===== src/hw/rtl/necir_pkg.sv =====
// Shared types and constants of the NEC IR frame decoder.
// No dependencies; every other file of the decoder imports this package.
`timescale 1ns / 1ps

package necir_pkg;

	localparam int DEFAULT_STAMP_BITS = 16;
	localparam int DEFAULT_QUEUE_DEPTH = 4;

	localparam int TIMESTAMP_BITS = 16;
	localparam int UNIT_BITS = 16;
	localparam int TOL_BITS = 7;
	localparam int WORD_BITS = 32;
	localparam int PHASE_BITS = 6;

	localparam int CFG_INDEX_BITS = 4;
	localparam int CFG_DATA_BITS = 16;
	localparam logic [CFG_INDEX_BITS-1:0] CFG_UNIT = 4'd0;
	localparam logic [CFG_INDEX_BITS-1:0] CFG_TOL = 4'd1;

	localparam logic [UNIT_BITS-1:0] UNIT_RESET = 16'd280;
	localparam logic [TOL_BITS-1:0] TOL_RESET = 7'd20;
	localparam logic [TOL_BITS-1:0] TOL_MAX = 7'd99;
	localparam logic [7:0] PERCENT_FULL = 8'd100;

	localparam int NUM_WIN = 5;
	localparam int NUM_BOUNDS = 2 * NUM_WIN;
	localparam int BOUND_IDX_BITS = 4;
	localparam logic [2:0] WIN_1 = 3'd0;
	localparam logic [2:0] WIN_3 = 3'd1;
	localparam logic [2:0] WIN_4 = 3'd2;
	localparam logic [2:0] WIN_8 = 3'd3;
	localparam logic [2:0] WIN_16 = 3'd4;

	// bound = (unit * multiple * percent + ROUND_BIAS) / 1600, split as >> 6 then / 25
	localparam int SCALED_BITS = 20;
	localparam int PRODUCT_BITS = 28;
	localparam int DIV_SHIFT = 6;
	localparam int QUOT_IN_BITS = PRODUCT_BITS - DIV_SHIFT;
	localparam int RECIP_BITS = 28;
	localparam int RECIP_SHIFT = 32;
	localparam logic [RECIP_BITS-1:0] RECIP_25 = 28'd171798691;
	localparam logic [QUOT_IN_BITS-1:0] DIVISOR = 22'd25;
	localparam logic [PRODUCT_BITS-1:0] ROUND_BIAS = 28'd800;
	localparam int QUOT_BITS = 18;

	typedef logic [PHASE_BITS-1:0] phase_t;
	localparam phase_t PHASE_IDLE = 6'd0;
	localparam phase_t PHASE_START = 6'd1;
	localparam phase_t PHASE_LAST = 6'd34;

	typedef struct packed {
		logic pause;
		logic [NUM_WIN-1:0] hit;
	} cls_t;

endpackage


===== src/hw/rtl/necir_queue.sv =====
// Short queue of classified items between front end and frame sequencer.
// Depends on necir_pkg for the item type.
`timescale 1ns / 1ps

module necir_queue import necir_pkg::*; #(
	parameter int DEPTH = DEFAULT_QUEUE_DEPTH
) (
	input  logic clk,
	input  logic arst_n,
	input  logic push,
	input  cls_t push_item,
	output logic full,
	input  logic pop,
	output logic empty,
	output cls_t head
);

	localparam int IDX_BITS = (DEPTH > 1) ? $clog2(DEPTH) : 1;
	localparam int CNT_BITS = $clog2(DEPTH + 1);

	cls_t entries_q [DEPTH];
	logic [IDX_BITS-1:0] wr_q;
	logic [IDX_BITS-1:0] rd_q;
	logic [CNT_BITS-1:0] count_q;

	always_ff @(posedge clk or negedge arst_n) begin
		if (!arst_n) begin
			wr_q <= '0;
			rd_q <= '0;
			count_q <= '0;
		end else begin
			if (push) begin
				wr_q <= (wr_q == IDX_BITS'(DEPTH - 1)) ? '0 : wr_q + IDX_BITS'(1);
			end
			if (pop) begin
				rd_q <= (rd_q == IDX_BITS'(DEPTH - 1)) ? '0 : rd_q + IDX_BITS'(1);
			end
			if (push && !pop) begin
				count_q <= count_q + CNT_BITS'(1);
			end else if (pop && !push) begin
				count_q <= count_q - CNT_BITS'(1);
			end
		end
	end

	always_ff @(posedge clk) begin
		if (push) begin
			entries_q[wr_q] <= push_item;
		end
	end

	assign head = entries_q[rd_q];
	assign full = (count_q == CNT_BITS'(DEPTH));
	assign empty = (count_q == '0);

`ifndef NO_ASSERTIONS
	a_no_overflow: assert property (@(posedge clk) disable iff (!arst_n)
		push |-> (count_q < CNT_BITS'(DEPTH)))
		else $error("queue written while full");
	a_no_underflow: assert property (@(posedge clk) disable iff (!arst_n)
		pop |-> (count_q != '0))
		else $error("queue read while empty");
`endif

endmodule


===== config.mk =====
export PLATFORM = sky130hd
export DESIGN_NAME = necir_queue
export DESIGN_NICKNAME = d
export VERILOG_FILES = /design/src/hw/rtl/necir_pkg.sv /design/src/hw/rtl/necir_queue.sv
export SDC_FILE = /design/constraint.sdc
export NUM_CORES = 1
export LEC_CHECK = 0
export BUFFER_PORTS_ARGS = -buffer_cell sky130_fd_sc_hd__buf_2
export CORE_AREA = 2 2 55 77
export DETAILED_ROUTE_END_ITERATION = 16
export DIE_AREA = 0 0 57 79
export MAX_ROUTING_LAYER = met4
export PLACE_DENSITY = 0.59
export SLEW_MARGIN = 20
export SYNTH_ARGS = -nofsm -noshare
export SYNTH_HDL_FRONTEND = slang
export SYNTH_SLANG_ARGS = --single-unit

===== constraint.sdc =====
create_clock -name clk -period 3.1 [get_ports clk]
set_input_delay 0 -clock clk [delete_from_list [all_inputs] [get_ports clk]]
set_output_delay 0 -clock clk [all_outputs]
set_load 0.05 [all_outputs]

==> summary.txt <==
Outcome
  – Status: finished, final reports clean

Floorplanning
  – Die H: 79 um
  – Core area: approximately 3900 sq um
  – Die area: 4500 sq um
  – # IOs: 18
  – Die width: roughly 57 um
  – Starting Density: ~33%
  – Row count: 27

Power
  – NetSw: a little under 600 uW
  – Switching share of power: around 37%
  – Pwr dens: roughly 980 nW/um^2
  – Clock power frac: 24.5%
  – Flop pwr share: between 40% and 50%
  – VDD IR max: approximately 0.50 mV
  – Pint: just under 1 mW
  – Logic pwr share: about a third
  – Static Leak: 0.623 nW

Place
  – Dpl ws: approximately 1.7 ns
  – GPL Wtd Cong: 0.677
  – Placed wire-length estimate: 1.35 mm
  – Port bufs: 17

Timing
  – Slew Limit Fails: 0
  – Max Freq: slightly below 600 MHz
  – Total negative slack: 0 ns
  – Final hold vios: 0
  – Final setup vio count: 0
  – Final worst slack: 1.41 ns
  – Worst hold margin: around 0.011 ns
  – Worst slew margin: just under 70%
  – RSZ-0062 raised after global routing: false
  – Slew of the pin with the lowest slew margin: between 0.4 and 0.5 ns
  – Fin crit period: 1.69 ns
  – Worst Skew: slightly above 0.006 ns
  – Tcrit/Tclk final: 54.4%

Synth
  – Post-synth EDFFs: 24
  – Synth warnings: 0
  – Net count after synthesis: between 80 and 90
  – Cells after synthesis: 69
  – Share of the synthesized area in the top cell type: ~56%
  – Post-Syn Area: 1280 sq um
  – Post-synth cell types: 18
  – Top-count cell post-synth: edfxtp_1
  – Ranking of synthesized cells by area: edfxtp_1, dfrtp_1, mux4_2
  – Syn Area/Cell: 18.6 sq um
  – Top FF cell, synth: edfxtp_1
  – Sequential share of the synthesized area: about 70%
  – Area leader, netlist: edfxtp_1
  – Seq cells post-synth: 31
  – Async SR Flop Fraction: 22.6%
  – Synth top cells by count: edfxtp_1, dfrtp_1, ha_1, mux4_2, inv_1

Global route
  – First-pass GRT wire length: approximately 3.1 mm
  – Largest net degree at the start of global routing: 12
  – Vias in the first global route: ~650
  – GRT Total Usage: about a tenth
  – Initial antenna violation count: 0
  – Total grt overflow: 0

Hold path
  – Hold Path Sink: rd_q[1]
  – Hold Path Origin: pop
  – Hold Path Depth: 2
  – Worst min-delay path class: input pin to flop

Setup path
  – Slowest stage cell, crit path: dfrtp_1
  – Worst reg2reg path depth: 3
  – Crit-path max FO: 9
  – Sequence of cells on the critical path: mux4_2, buf_2
  – R2r setup slk: around 1.8 ns
  – Critical Path RT: around 3.1 ns
  – R2R Path Start: wr_q[0]
  – FF-to-FF End: entries_q[2][5]
  – Setup crit end kind: primary output
  – Arrival time at the worst endpoint: between 1.5 and 2 ns
  – Setup Crit Path Kind: flop to primary output
  – Crit path launch type: flop
  – Slowest stage delay, CP: roughly 0.63 ns

Detailed routing
  – DR WL/cell: 13.5 um
  – # DRC: 0
  – Detail Route Antenna Nets: 0
  – Vias per inst: between 4 and 5
  – Drt pass-1 iters: 4
  – Total wire length: between 1.5 and 2 mm
  – Detailed-route via count: about 660
  – Initial detailed-routing violation count: 11

Clock network
  – CTS clk-pin slew, worst paths: roughly 0.060 ns
  – Post-CTS sizing: 0
  – Hold buffer count at cts: 8
  – Worst-skew pair later-pin latency: approximately 0.28 ns
  – TritonCTS clock tree: built
  – Sink Count: 31
  – Maximum buffer depth of the clock tree: 2
  – Cts bufs inserted: 5
  – H-tree Lvls: 2
  – CTS Root Cell: clkbuf_8
  – Postcts setup bufs: 0

Layout
  – ANT cells: 0
  – Nets: between 100 and 150
  – Area delta synth->final: 24.7%
  – Final core utilization: 41.6%
  – Fraction of layout cells with a size suffix above 1: approximately 34%

Run
  – Max Cap Viol: 0
==> registers in the layout, summed over array words and instances, names as in the netlist <==
register   flops
rd_q           2
entries_q     24
count_q        3
wr_q           2
==> through the flow <==
stage	cells	total power [mW]	instance area (sq um)
detailed placement	127	1.20	1410
global route	143	1.66	1600
finish	143	1.57	1600
global placement	127	1.19	1410
floorplan	69	1.09	1280
CTS	143	1.59	1600
==> layout make-up <==
type	instances	area (sq um)
Sequential cell	31	896
Inverter	5	18.8
Tap cell	43	53.8
Fill cell	389	2250
Clock buffer	5	68.8
Multi-Input combinational cell	31	354
Timing Repair Buffer	25	165
Clock inverter	3	43.8
==> logic make-up (layout without fill, tap and decap cells) <==
group | count (synthesis) | after routing | share of synthesized area, %
XOR/XNOR | 3 | 3 | 2.05
multiplexers | 9 | 9 | 13.2
buffers and inverters | 7 | 38 | 2.63
AND/OR/NAND/NOR | 10 | 10 | 4.19
adder cells (fa/ha/maj) | 7 | 7 | 7.41
flip-flops | 31 | 31 | 69.8
AO/OA/AOI/OAI | 2 | 2 | 0.780
==> worst max-delay path by stage <==
stage | from | to
4_1_cts | rd_q[0] | head[0]
3_5_place_dp | rd_q[0] | head[0]
5_1_grt | rd_q[0] | head[0]
3_3_place_gp | rd_q[0] | head[1]
6_report | rd_q[0] | head[0]
2_1_floorplan | count_q[0] | full
==> per-layer routing <==
metal | routed length (um) | GRT usage [%]
met1 | 744 | 9.86
met5 | 0 | -
met4 | 63 | 6.98
met2 | 1040 | 16.8
met3 | 84 | 3.42
==> cells in the final DEF (no fill, tap or decap), types with 2 or more instances in the layout <==
cell type and n:
edfxtp_1 24, o21ai_0 2, buf_2 17, nor2_1 2, dlygate4sd3_1 8, clkbuf_8 5
xor2_1 2, ha_1 6, mux4_2 6, and2_1 4, inv_1 5, mux2_2 3
dfrtp_1 7
==> critical path, delay by kind of cell, from the launching register on <==
| family | cells | cell delay (ns) |
|---|---|---|
| flip-flops | 1 | 0.63 |
| multiplexers | 1 | 0.56 |
| buffers and inverters | 1 | 0.22 |
==> power groups by stage <==
| stage | sequential [mW] | clock [mW] | combinational, mW |
|---|---|---|---|
| after floorplan | 0.600 | 0 | 0.492 |
| after global placement | 0.651 | 0 | 0.535 |
| after detailed placement | 0.656 | 0 | 0.544 |
| after CTS | 0.648 | 0.391 | 0.553 |
| after global routing | 0.664 | 0.407 | 0.589 |
| final | 0.642 | 0.385 | 0.544 |
(Power assumes the default switching activity.)
