$ cat src/hw/rtl/necir_pkg.sv
// Shared types and constants of the NEC IR frame decoder.
// No dependencies; every other file of the decoder imports this package.
`timescale 1ns / 1ps

package necir_pkg;

	localparam int DEFAULT_STAMP_BITS = 16;
	localparam int DEFAULT_QUEUE_DEPTH = 4;

	localparam int TIMESTAMP_BITS = 16;
	localparam int UNIT_BITS = 16;
	localparam int TOL_BITS = 7;
	localparam int WORD_BITS = 32;
	localparam int PHASE_BITS = 6;

	localparam int CFG_INDEX_BITS = 4;
	localparam int CFG_DATA_BITS = 16;
	localparam logic [CFG_INDEX_BITS-1:0] CFG_UNIT = 4'd0;
	localparam logic [CFG_INDEX_BITS-1:0] CFG_TOL = 4'd1;

	localparam logic [UNIT_BITS-1:0] UNIT_RESET = 16'd280;
	localparam logic [TOL_BITS-1:0] TOL_RESET = 7'd20;
	localparam logic [TOL_BITS-1:0] TOL_MAX = 7'd99;
	localparam logic [7:0] PERCENT_FULL = 8'd100;

	localparam int NUM_WIN = 5;
	localparam int NUM_BOUNDS = 2 * NUM_WIN;
	localparam int BOUND_IDX_BITS = 4;
	localparam logic [2:0] WIN_1 = 3'd0;
	localparam logic [2:0] WIN_3 = 3'd1;
	localparam logic [2:0] WIN_4 = 3'd2;
	localparam logic [2:0] WIN_8 = 3'd3;
	localparam logic [2:0] WIN_16 = 3'd4;

	// bound = (unit * multiple * percent + ROUND_BIAS) / 1600, split as >> 6 then / 25
	localparam int SCALED_BITS = 20;
	localparam int PRODUCT_BITS = 28;
	localparam int DIV_SHIFT = 6;
	localparam int QUOT_IN_BITS = PRODUCT_BITS - DIV_SHIFT;
	localparam int RECIP_BITS = 28;
	localparam int RECIP_SHIFT = 32;
	localparam logic [RECIP_BITS-1:0] RECIP_25 = 28'd171798691;
	localparam logic [QUOT_IN_BITS-1:0] DIVISOR = 22'd25;
	localparam logic [PRODUCT_BITS-1:0] ROUND_BIAS = 28'd800;
	localparam int QUOT_BITS = 18;

	typedef logic [PHASE_BITS-1:0] phase_t;
	localparam phase_t PHASE_IDLE = 6'd0;
	localparam phase_t PHASE_START = 6'd1;
	localparam phase_t PHASE_LAST = 6'd34;

	typedef struct packed {
		logic pause;
		logic [NUM_WIN-1:0] hit;
	} cls_t;

endpackage

$ cat src/hw/rtl/necir_frame_fsm.sv
// Back end of the NEC IR decoder: frame phase, bit collector and output register.
// Depends on necir_pkg; takes classified items from necir_queue.
`timescale 1ns / 1ps

module necir_frame_fsm import necir_pkg::*; (
	input  logic                 clk,
	input  logic                 arst_n,
	input  logic                 empty,
	input  cls_t                 head,
	output logic                 pop,
	output logic                 out_valid,
	input  logic                 out_ready,
	output logic [WORD_BITS-1:0] frame_word
);

	phase_t phase_q;
	logic [WORD_BITS-1:0] coll_q;
	logic out_valid_q;
	logic [WORD_BITS-1:0] out_word_q;

	phase_t phase_d;
	logic [WORD_BITS-1:0] coll_d;
	logic emit;

	assign pop = !empty && (!out_valid_q || out_ready);

	always_comb begin
		phase_d = phase_q;
		coll_d = coll_q;
		emit = 1'b0;
		if (head.pause) begin
			if (phase_q == PHASE_LAST) begin
				phase_d = PHASE_IDLE;
			end else if (phase_q > PHASE_START) begin
				phase_d = phase_q + PHASE_BITS'(1);
				coll_d = {head.hit[WIN_3], coll_q[WORD_BITS-1:1]};
				if (!head.hit[WIN_3] && !head.hit[WIN_1]) begin
					phase_d = PHASE_IDLE;
				end
			end else if (phase_q == PHASE_START) begin
				if (head.hit[WIN_8]) begin
					phase_d = PHASE_START + PHASE_BITS'(1);
					coll_d = '0;
				end else if (head.hit[WIN_4]) begin
					phase_d = PHASE_LAST;
				end else begin
					phase_d = PHASE_IDLE;
				end
			end
		end else begin
			if (phase_q > PHASE_START) begin
				if (!head.hit[WIN_1]) begin
					phase_d = PHASE_IDLE;
				end else if (phase_q == PHASE_LAST) begin
					phase_d = PHASE_IDLE;
					emit = 1'b1;
				end
			end else if (phase_q == PHASE_IDLE) begin
				if (head.hit[WIN_16]) begin
					phase_d = PHASE_START;
				end
			end
		end
	end

	always_ff @(posedge clk or negedge arst_n) begin
		if (!arst_n) begin
			phase_q <= PHASE_IDLE;
			coll_q <= '0;
			out_valid_q <= 1'b0;
		end else begin
			if (pop) begin
				phase_q <= phase_d;
				coll_q <= coll_d;
			end
			if (pop && emit) begin
				out_valid_q <= 1'b1;
			end else if (out_ready) begin
				out_valid_q <= 1'b0;
			end
		end
	end

	always_ff @(posedge clk) begin
		if (pop && emit) begin
			out_word_q <= coll_q;
		end
	end

	assign out_valid = out_valid_q;
	assign frame_word = out_word_q;

`ifndef NO_ASSERTIONS
	a_phase_range: assert property (@(posedge clk) disable iff (!arst_n)
		phase_q <= PHASE_LAST)
		else $error("frame phase out of range");
	a_emit_word: assert property (@(posedge clk) disable iff (!arst_n)
		(pop && emit) |=> (out_valid_q && (out_word_q == $past(coll_q))))
		else $error("frame word not presented after frame end");
`endif

endmodule

$ cat config.mk
export PLATFORM = sky130hd
export DESIGN_NAME = necir_frame_fsm
export DESIGN_NICKNAME = d
export VERILOG_FILES = /design/src/hw/rtl/necir_pkg.sv /design/src/hw/rtl/necir_frame_fsm.sv
export SDC_FILE = /design/constraint.sdc
export NUM_CORES = 1
export LEC_CHECK = 0
export ABC_AREA = 1
export BUFFER_PORTS_ARGS = -buffer_cell sky130_fd_sc_hd__buf_4
export CELL_PAD_IN_SITES_DETAIL_PLACEMENT = 1
export CELL_PAD_IN_SITES_GLOBAL_PLACEMENT = 2
export CORE_MARGIN = 4
export CORE_UTILIZATION = 37
export DETAILED_ROUTE_END_ITERATION = 10
export GPL_TIMING_DRIVEN = 0
export HOLD_SLACK_MARGIN = 0.12
export PLACE_DENSITY_LB_ADDON = 0.15
export SLEW_MARGIN = 20
export SYNTH_ARGS = -nofsm -noshare
export SYNTH_HDL_FRONTEND = slang
export SYNTH_SLANG_ARGS = --single-unit
$ cat constraint.sdc
create_clock -name clk -period 4.7 [get_ports clk]
set_clock_uncertainty 0.2 [all_clocks]
set_input_delay 0.705 -clock clk [delete_from_list [all_inputs] [get_ports clk]]
set_output_delay 0.705 -clock clk [all_outputs]
set_load 0.02 [all_outputs]
==> metrics.yaml <==
area_delta_synth_final_pct: 21.36
utilization: 0.4732
track_usage: 0.1408
clockPowerShare: 0.280
slowest_delay_ps: 640
ctsLongestPathBuffers: 2
hold_viol: 0
via_count: 2058
fin_crit_ps: 2507
crit_path_frequent_cell: "buf_6"
die_y_um: 99.17
crit_type: "register to register"
syn_inst: 272
clkSinkCount: 71
max_slew_margin: 0.5054
sw_frac_of_total: 0.3641
worst_pin_slew_ps: 737.8
p_int_uw: 985.1
power_mw: 1.549
synth_cell_type_count: 25
gp_congestion: 0.7753
port_buffers: 43
ys_warn_count: 0
start_util: 0.3899
critical_path.max_fanout: 10
drv_slew: 0
crit_arrival_ps: 2360
vdd_drop_max_uv: 209.5
clkLatencyLatePin_ps: 340
drive_above_1_share: 0.3922
critPathBufInv: 3
ctsResizeCount: 0
multiInputGateArea_mm2: 0.001007
critPathCaptureType: "register"
io_pins: 44
diodes: 0
cts_hold_buffers: 0
grt_start_max_net_pins: 40
core_mm2: 0.007888
num-fill-cells: 871
register_area_mm2: 0.001937
power_frac_seq: 0.456
nets: 344
critical_path.top_delay_family: "simple AND/OR/NAND/NOR gates"
rows: 32
min_period_over_period: 0.5333
power_density_mw_per_mm2: 415.0
setup_tns_ps: 0
path_cells: "inv_1 -> ha_1 -> nand3_2 -> nor3_2 -> buf_6 -> buf_6"
cts-root-buf: "clkbuf_8"
start_kind: "register"
dp_hpwl_mm: 4.460
grt_overflow: 0
viasPerCell: 4.720
setup_violations: 0
p_leak_nw: 1.532
htree_levels: 3
numCtsBuffers: 9
required_ps: 4550
p_sw_uw: 563.9
worst_hold_slack_ps: 133.0
grt_pass1_wl_mm: 10.81
die_w_um: 99.17
synthesis.nets: 287
synth.avg_cell_area_um2: 11.31
p_comb_frac: 0.264
crit_path_top_delay_cell: "nor3_2"
syn_area_mm2: 0.003075
post_cts_buffers: 0
cts_tree: "yes"
detail-route-antenna-nets: 0
antenna_found_initial: 0
clkTransAtPathRegs_ps: 80
drt_iter0_drc: 57
grt_pass1_vias: 2164
dieArea_mm2: 0.009835
rsz0062_at_grt: "false"
wire_per_inst_um: 14.69
seq_area_frac_synth: 0.6298
maxCapViolCount: 0
fmaxAchievable_ghz: 0.3989
min_path_type: "primary input to asynchronous set/reset pin"
firstDrtPassIters: 5
wl_mm: 6.405
ys_seq_elements: 71
drc: 0
run_status: "finished clean"
metrics by stage:
stage / setup WS [ps] / instance area [µm²] / std cells
final: 2193 / 3732 / 436
after global routing: 2005 / 3732 / 436
after CTS: 2153 / 3732 / 436
after detailed placement: 2006 / 3561 / 420
after global placement: -458.8 / 3526 / 417
after floorplan: 572.9 / 3075 / 272
area by class of cell:
cell class                      count  area share
Buffer                              9     0.02145
Sequential cell                    71      0.5189
Clock inverter                      7     0.01274
Clock buffer                        9     0.03319
Tap cell                          102     0.03419
Timing Repair Buffer               46     0.09454
Multi-Input combinational cell    177      0.2699
Inverter                           15     0.01509
power groups by stage:
| stage | Sequential (mW) | Clock (mW) | Combinational, mW |
|---|---|---|---|
| after global placement | 0.719 | 0 | 0.415 |
| after floorplan | 0.712 | 0 | 0.296 |
| after global routing | 0.712 | 0.477 | 0.461 |
| after CTS | 0.707 | 0.449 | 0.420 |
| final | 0.707 | 0.434 | 0.409 |
| after detailed placement | 0.720 | 0 | 0.418 |
worst reg2reg max path, cell delays in order (launching register included):
cell and delay (ps):
dfrtp_1 490, inv_1 180, ha_1 180, nand3_2 140, nor3_2 640, buf_6 230, buf_6 160
flip-flops by register name, summed over array words and instances (netlist names):
signal      cells
coll_q         32
frame_word     32
phase_q         6
out_valid       1
cell usage after synthesis, drive strengths merged:
cell     n  area (µm²)
nand2   99       426.7
dfrtp   39       975.9
o21ai   36       300.3
edfxtp  32       960.9
nor2    18       87.58
inv     15       56.31
nand3   11       72.57
buf      7       72.56
ha       5       62.56
clkbuf   2       7.510
nand4    2       12.51
nor3     2       10.01
nand3b   1       7.510
o21bai   1       7.510
or2      1       6.260
xnor2    1       8.760
kinds of logic (layout without fill, tap and decap cells):
kind of cell | after synthesis | count (layout) | share of synthesized area
xor+xnor | 1 | 1 | 0.002848
fa+ha+maj | 5 | 5 | 0.02034
buf+inv | 24 | 86 | 0.04434
flops | 71 | 71 | 0.6298
simple gates | 134 | 134 | 0.2026
compound gates | 37 | 37 | 0.1001
path summary, 6_finish.rpt:
check | from | to | slack (ps) | cells after the start
max | phase_q[0] | frame_word[23] | 2190 | 6
min | arst_n | coll_q[7] | 130 | 1
max reg2reg | phase_q[0] | frame_word[23] | 2190 | 6
min reg2reg | coll_q[0] | frame_word[0] | 250 | 0
max in group asynchronous | arst_n | phase_q[3] | 3770 | 1
min in group clk | coll_q[0] | frame_word[0] | 250 | 0
layer usage:
metal / routed length (µm) / global-route usage
met1: 2983 / 0.1863
met2: 3018 / 0.2185
met3: 272 / 0.03787
met4: 131 / 0.05987
met5: 0 / 0
cells in the final DEF (no fill, tap or decap), drive strengths merged:
cell type  synthesis  routed
buf                7      53
clkbuf             2      11
clkinv             0       4
clkinvlp           0       2
dfrtp             39      39
edfxtp            32      32
ha                 5       5
inv               15      16
nand2             99      99
nand3             11      11
nand3b             1       1
nand4              2       2
nor2              18      18
nor3               2       2
o21ai             36      36
o21bai             1       1
or2                1       1
xnor2              1       1
(Power assumes the default switching activity.)
