`src/hw/rtl/necir_pkg.sv`:
```
// Shared types and constants of the NEC IR frame decoder.
// No dependencies; every other file of the decoder imports this package.
`timescale 1ns / 1ps

package necir_pkg;

	localparam int DEFAULT_STAMP_BITS = 16;
	localparam int DEFAULT_QUEUE_DEPTH = 4;

	localparam int TIMESTAMP_BITS = 16;
	localparam int UNIT_BITS = 16;
	localparam int TOL_BITS = 7;
	localparam int WORD_BITS = 32;
	localparam int PHASE_BITS = 6;

	localparam int CFG_INDEX_BITS = 4;
	localparam int CFG_DATA_BITS = 16;
	localparam logic [CFG_INDEX_BITS-1:0] CFG_UNIT = 4'd0;
	localparam logic [CFG_INDEX_BITS-1:0] CFG_TOL = 4'd1;

	localparam logic [UNIT_BITS-1:0] UNIT_RESET = 16'd280;
	localparam logic [TOL_BITS-1:0] TOL_RESET = 7'd20;
	localparam logic [TOL_BITS-1:0] TOL_MAX = 7'd99;
	localparam logic [7:0] PERCENT_FULL = 8'd100;

	localparam int NUM_WIN = 5;
	localparam int NUM_BOUNDS = 2 * NUM_WIN;
	localparam int BOUND_IDX_BITS = 4;
	localparam logic [2:0] WIN_1 = 3'd0;
	localparam logic [2:0] WIN_3 = 3'd1;
	localparam logic [2:0] WIN_4 = 3'd2;
	localparam logic [2:0] WIN_8 = 3'd3;
	localparam logic [2:0] WIN_16 = 3'd4;

	// bound = (unit * multiple * percent + ROUND_BIAS) / 1600, split as >> 6 then / 25
	localparam int SCALED_BITS = 20;
	localparam int PRODUCT_BITS = 28;
	localparam int DIV_SHIFT = 6;
	localparam int QUOT_IN_BITS = PRODUCT_BITS - DIV_SHIFT;
	localparam int RECIP_BITS = 28;
	localparam int RECIP_SHIFT = 32;
	localparam logic [RECIP_BITS-1:0] RECIP_25 = 28'd171798691;
	localparam logic [QUOT_IN_BITS-1:0] DIVISOR = 22'd25;
	localparam logic [PRODUCT_BITS-1:0] ROUND_BIAS = 28'd800;
	localparam int QUOT_BITS = 18;

	typedef logic [PHASE_BITS-1:0] phase_t;
	localparam phase_t PHASE_IDLE = 6'd0;
	localparam phase_t PHASE_START = 6'd1;
	localparam phase_t PHASE_LAST = 6'd34;

	typedef struct packed {
		logic pause;
		logic [NUM_WIN-1:0] hit;
	} cls_t;

endpackage

```
`src/hw/rtl/necir_classify.sv`:
```
// Front end of the NEC IR decoder: edge stamp difference and window tests.
// Depends on necir_pkg and on the bounds from necir_window_calc.
`timescale 1ns / 1ps

module necir_classify import necir_pkg::*; #(
	parameter int STAMP_BITS = DEFAULT_STAMP_BITS
) (
	input  logic                      clk,
	input  logic                      arst_n,
	input  logic                      accept,
	input  logic [TIMESTAMP_BITS-1:0] timestamp,
	input  logic                      burst_start,
	input  logic [STAMP_BITS-1:0]     bounds [NUM_BOUNDS],
	output cls_t                      item
);

	logic [STAMP_BITS-1:0] prev_stamp_q;
	logic [STAMP_BITS-1:0] stamp;
	logic [STAMP_BITS-1:0] dur;
	logic [NUM_WIN-1:0] hit;

	assign stamp = STAMP_BITS'(timestamp);
	assign dur = stamp - prev_stamp_q;

	always_comb begin
		for (int w = 0; w < NUM_WIN; w++) begin
			hit[w] = (dur > bounds[2*w]) && (dur < bounds[2*w+1]);
		end
	end

	always_ff @(posedge clk or negedge arst_n) begin
		if (!arst_n) begin
			prev_stamp_q <= '0;
		end else if (accept) begin
			prev_stamp_q <= stamp;
		end
	end

	assign item.pause = burst_start;
	assign item.hit = hit;

endmodule

```
`config.mk`:
```
export PLATFORM = sky130hd
export DESIGN_NAME = necir_classify
export DESIGN_NICKNAME = d
export VERILOG_FILES = /design/src/hw/rtl/necir_pkg.sv /design/src/hw/rtl/necir_classify.sv
export SDC_FILE = /design/constraint.sdc
export NUM_CORES = 1
export LEC_CHECK = 0
export BUFFER_PORTS_ARGS = -buffer_cell sky130_fd_sc_hd__buf_2
export CAP_MARGIN = 15
export CORE_UTILIZATION = 47
export DETAILED_ROUTE_END_ITERATION = 8
export PLACE_DENSITY = 0.79
export SLEW_MARGIN = 40
export SYNTH_ARGS = -nofsm -noshare
export SYNTH_HDL_FRONTEND = slang
export SYNTH_SLANG_ARGS = --single-unit
export TNS_END_PERCENT = 10
```
`constraint.sdc`:
```
create_clock -name clk -period 4.3 [get_ports clk]
set_clock_uncertainty 0.15 [all_clocks]
set_input_delay 0.645 -clock clk [delete_from_list [all_inputs] [get_ports clk]]
set_output_delay 0.645 -clock clk [all_outputs]
set_load 0.005 [all_outputs]
```
==> results of run 1 <==
==> repair_timing <==
| item | CTS | global route |
|---|---|---|
| setup endpoints to repair | 5 | 5 |
| gates resized for setup | 32 | 38 |
| hold buffers | 0 | 0 |
| hold endpoints to repair | 0 | 0 |
| cloned | 0 | 0 |
| buffers inserted | 6 | 7 |
| pin swaps | 21 | 28 |
==> area by class of cell <==
| type | instances | area, sq um |
|---|---|---|
| inverters | 167 | 629 |
| fillers | 883 | 3110 |
| flip-flops and latches | 16 | 400 |
| repair buffers | 267 | 1590 |
| well taps | 136 | 170 |
| clock buffers | 4 | 55.1 |
| multi-input cells | 486 | 4510 |
==> path summary, 6_finish.rpt <==
path                       slack, ps  cells after the start                            to                          from
setup / recovery                -190                     18                       item[2]                  timestamp[1]
hold / removal                   140                      1  prev_stamp_q[12]$_DFFE_PN0P_                        arst_n
setup reg to reg                3370                      1   prev_stamp_q[0]$_DFFE_PN0P_   prev_stamp_q[0]$_DFFE_PN0P_
hold reg to reg                  390                      1  prev_stamp_q[15]$_DFFE_PN0P_  prev_stamp_q[15]$_DFFE_PN0P_
max in group asynchronous       3590                      1   prev_stamp_q[1]$_DFFE_PN0P_                        arst_n
min in group clk                 390                      1  prev_stamp_q[15]$_DFFE_PN0P_  prev_stamp_q[15]$_DFFE_PN0P_
==> power by group <==
part	switching (uW)	internal, uW	total [uW]	leakage, uW
combinational	989	967	1960	0.00426
sequential	5.26	164	169	0.000193
clock	54.8	81.4	136	0.0000288
total	1050	1210	2260	0.00448
==> cells by family (layout without fill, tap and decap cells) <==
logic type,Yosys count,after routing
fa+ha+maj,171,171
xor+xnor,12,12
mux,2,2
flops,16,16
buf+inv,172,438
compound gates,175,175
simple gates,126,126
==> metal layers <==
layer	wire, um	track usage (%)
met5	0	0
met4	715	12.2
met3	614	2.49
met2	8050	54.1
met1	7050	33.0
==> cell usage in the layout (no fill, tap or decap), types with 12 or more instances in the layout <==
| cell | netlist | routed |
|---|---|---|
| buf_2 | 0 | 181 |
| inv_1 | 167 | 164 |
| ha_1 | 170 | 154 |
| buf_4 | 1 | 80 |
| a21oi_1 | 46 | 44 |
| a21o_1 | 44 | 44 |
| nand2_1 | 35 | 35 |
| nand4_1 | 30 | 30 |
| o21ai_0 | 33 | 29 |
| nor2_1 | 23 | 23 |
| ha_4 | 0 | 16 |
| dfrtp_1 | 16 | 16 |
| o211ai_1 | 12 | 12 |
==> metrics by stage <==
stage | area (sq um) | setup TNS, ps
floorplan | 5150 | -46.3
global placement | 6760 | -1430
detailed placement | 6760 | -1990
CTS | 7060 | -1160
global route | 7350 | -1470
finish | 7350 | -685
==> impl_metrics.ini, run 1 <==
[grt]
grt_pass1_wl_um = 25900
antenna_found_initial = 0
grt_max_degree = 31
grt_pass1_vias = 5797
track_usage_pct = 28.8
grt_overflow = 0

[synthesis]
ys_async_sr_fraction_pct = 100
syn_inst = 674
synth_area_sq_mm = 0.00514
avgSynthCellArea_sq_um = 7.63
synth_top_family_by_area = adder cells
yosysWarnings = 0
ys_ff_latch = 16
synth_area_leader_cell = ha_1
synth_top_area_share_pct = 41.4
synthAdderAreaFrac_pct = 41.8
synthSimpleGateAreaFrac_pct = 12.8
yosys.area_share.xor_xnor_pct = 2.04
synth_cell_types = 46
ys_top_cells_by_count = ha_1 (170), inv_1 (167), a21oi_1 (46)
synth.area.mux_share_pct = 0.438
synthFlopType = dfrtp_1
synth.area.top_cells = ha_1 (41%), inv_1 (12%), dfrtp_1 (7.8%)
synth_edf_count = 0
synth-seq-area-share_pct = 7.79
synth-compound-area-share_pct = 22.5
synthesis.nets = 1025
synth_most_common_cell = ha_1

[power_and_ir_drop]
p_leak_uw = 0.00448
p_total_uw = 2260
powerDensity_mw_per_mm2 = 308
ir_drop_mv = 0.193

[timing]
fin_ws_ps = -194
rsz0062_at_grt = true
hold_violations = 0
fin_hold_ws_ps = 143
setup_violations = 5
slew-limit-headroom_pct = 58.3
period_share_pct = 105
slew_violations = 0
timing.final.crit_period_ps = 4490
max_freq_ghz = 0.223
tightestPinTransition_ps = 625

[critical_path]
slowest_stage = or4b_4
crit_fanout = 6
start_kind = input port
path_buf_inv = 6
worstPathRequired_ps = 3500
cpMostUsedCell = buf_4
crit_chain = buf_8, buf_4, inv_2, fa_2, nor2b_4, o31a_1, nor3_2, o21ai_2, or4b_4, nand3_4, buf_6, ha_4, nand4_1, nor3_4, buf_4, a221oi_2, o211a_1, buf_2
cp_slowest_stage_delay_ps = 510
path_class = in -> out
worst-endpoint-arrival_ps = 3700
worst_setup_path_end_kind = output pin
crit_family = simple AND/OR/NAND/NOR gates

[clock_network]
numCtsBuffers = 3
clkTransAtPathRegs_ps = 70
htree_levels = 1
cts_buffer_depth = 2
cts.sinks = 16
insertion_delay_ps = 260
cts_tree = done
clockRootBuffer = clkbuf_8

[min_path]
holdCritPathClass = in -> async

[detailed_routing]
firstDrtPassIters = 4
vias = 5760
ant_nets = 0
vias_per_cell = 5.35
drt_wl_total_um = 16400
drc = 0
wl_per_cell_um = 15.3
drtIter0Drc = 216

[final_layout]
layout-drive-gt1-share_pct = 35.0
fin_nets = 1292
stdcell_count = 1076
area_growth_pct = 42.9
reg_top3 = prev_stamp_q (16)
n_antenna_cell = 0
top_register = prev_stamp_q
fin_util_pct = 70.2
largest_reg_flops = 16

[outcome]
violations = setup timing
outcome = finished with violations

[die]
core_area_sq_mm = 0.0105
start_util_pct = 49.2
chipWidth_um = 107
die-height_um = 107
die-area_sq_mm = 0.0114
rows = 37
io_pins = 186

[placement]
post-place-ws_ps = -431
dp_cells = 1059
port_buffers = 183
gp_congestion = 0.904
dp_hpwl_um = 13600

[run]
cap_viol_max_count = 0
(Power assumes the default switching activity.)
==> run 2, diff against run 1 <==
RECOVER_POWER = 50   (was unset)
==> run 2 against run 1 <==
- the flow still finishes with violations (setup timing)
- die area stayed put
- maximum frequency unchanged
- sequential power hardly changed
- critical path depth did not move
- register-to-register slack barely moved
- power about the same
- sequential cell count did not move
- global-route usage stayed put
- sequential share of layout area is essentially flat
- combinational power about the same
==> impl_metrics.ini, run 2 (same netlist as run 1, synthesis figures left out) <==
[clock_network]
clkTransAtPathRegs_ps = 70
cts_buffer_depth = 2
ctsHoldBuffers = 0
cts_tree = done
insertion_delay_ps = 260
cts.sinks = 16
htree_levels = 1
numCtsBuffers = 3
clockRootBuffer = clkbuf_8

[grt]
antenna_found_initial = 0
grt_pass1_vias = 5797
track_usage_pct = 28.8
grt_pass1_wl_um = 25900
grt_overflow = 0
grt_max_degree = 31

[final_layout]
largest_reg_flops = 16
n_antenna_cell = 0
top_register = prev_stamp_q
fin_nets = 1292
final_common_cell = buf_2
layout_common_cells = buf_2 (180), inv_1 (164), ha_1 (154), buf_4 (80)
fill_cells = 884
reg_top3 = prev_stamp_q (16)
layout-drive-gt1-share_pct = 34.9
area_growth_pct = 42.9
fin_util_pct = 70.2
stdcell_count = 1076

[outcome]
outcome = finished with violations
violations = setup timing

[critical_path]
reg2regPathDepth = 1
worst-endpoint-arrival_ps = 3700
r2r_slack_ps = 3370
start_kind = input port
worst_setup_path_end_kind = output pin
cpMostUsedCell = buf_4
worstPathRequired_ps = 3500
crit_chain = buf_8, buf_4, inv_2, fa_2, nor2b_4, o31a_1, nor3_2, o21ai_2, or4b_4, nand3_4, buf_6, ha_4, nand4_1, nor3_4, buf_4, a221oi_2, o211a_1, buf_2
cp_slowest_stage_delay_ps = 510
path_class = in -> out
slowest_stage = or4b_4
timing.rr.start = prev_stamp_q[0]$_DFFE_PN0P_
crit_fanout = 6
r2r-end = prev_stamp_q[0]$_DFFE_PN0P_

[die]
chipWidth_um = 107
io_pins = 186
die-area_sq_mm = 0.0114
die-height_um = 107
rows = 37
core_area_sq_mm = 0.0105
start_util_pct = 49.2

[placement]
dp_hpwl_um = 13600
dp_cells = 1059
port_buffers = 183
post-place-ws_ps = -431
gp_congestion = 0.904

[timing]
period_share_pct = 105
slew_violations = 0
fin_tns_setup_ps = -685
setup_violations = 5
fin_ws_ps = -194
timing.final.crit_period_ps = 4490
slew-limit-headroom_pct = 40.9
max_freq_ghz = 0.223
rsz0062_at_grt = true
tightestPinTransition_ps = 886
hold_violations = 0

[detailed_routing]
drc = 0
drtIter0Drc = 216
ant_nets = 0
drt_wl_total_um = 16400
wl_per_cell_um = 15.3
vias_per_cell = 5.35
firstDrtPassIters = 4
vias = 5760

[power_and_ir_drop]
power_frac_clock_pct = 6.0
p_leak_uw = 0.00448
p_comb_share_pct = 86.5
ir_drop_mv = 0.193
p_sw_uw = 1050
powerDensity_mw_per_mm2 = 308
p_sw_share_pct = 46.4
p_int_uw = 1210
seq_power_share_pct = 7.5

[run]
cap_viol_max_count = 0

[min_path]
holdCritPathClass = in -> async
[run 2: layout make-up]
class | instances | area, sq um | share of cell area (%)
clock buffers | 4 | 55.1 | 0.749
inverters | 167 | 629 | 8.56
multi-input cells | 486 | 4510 | 61.3
flip-flops and latches | 16 | 400 | 5.45
well taps | 136 | 170 | 2.32
repair buffers | 267 | 1590 | 21.6
[run 2: through the flow]
| step | power, uW | hold slack [ps] | instance area [sq um] |
|---|---|---|---|
| after floorplan | 1190 | 199 | 5150 |
| after global placement | 1840 | 361 | 6760 |
| after detailed placement | 1890 | 356 | 6760 |
| after CTS | 2120 | 157 | 7060 |
| after global routing | 2490 | 407 | 7350 |
| final | 2260 | 333 | 7350 |
[run 2: worst max-delay path by stage]
stage,startpoint,to,slack (ps)
floorplan,timestamp[6],item[1],-50
global placement,timestamp[6],item[3],-300
detailed placement,timestamp[6],item[2],-430
CTS,timestamp[1],item[1],-250
global route,timestamp[0],item[2],-340
finish,timestamp[1],item[2],-190
[run 2: repair_timing]
action,4_1_cts,5_1_grt
gates resized for setup,32,38
setup endpoints to repair,5,5
pin swaps,21,28
buffers inserted,6,7
gates cloned,0,0
[run 2: worst max-delay path, delay by kind of cell]
family | cells | cell delay (ps)
AOI/OAI and AO/OA | 4 | 830
and+or+nand+nor | 6 | 1110
buffers and inverters | 6 | 680
adders and majority gates | 2 | 420
[run 2: routing by layer]
layer	global-route usage [%]	vias to the layer above	share of wire, %
li1	-	2891	-
met1	33.0	2627	43
met2	54.1	186	49
met3	2.49	56	3.7
met4	12.2	0	4.4
met5	0	-	0
[run 2: power by group through the flow]
stage / Clock [uW] / Sequential [uW] / Combinational [uW]
6_report: 136 / 169 / 1960
5_1_grt: 147 / 170 / 2170
4_1_cts: 139 / 169 / 1810
3_5_place_dp: 0 / 172 / 1720
3_3_place_gp: 0 / 171 / 1670
2_1_floorplan: 0 / 170 / 1020
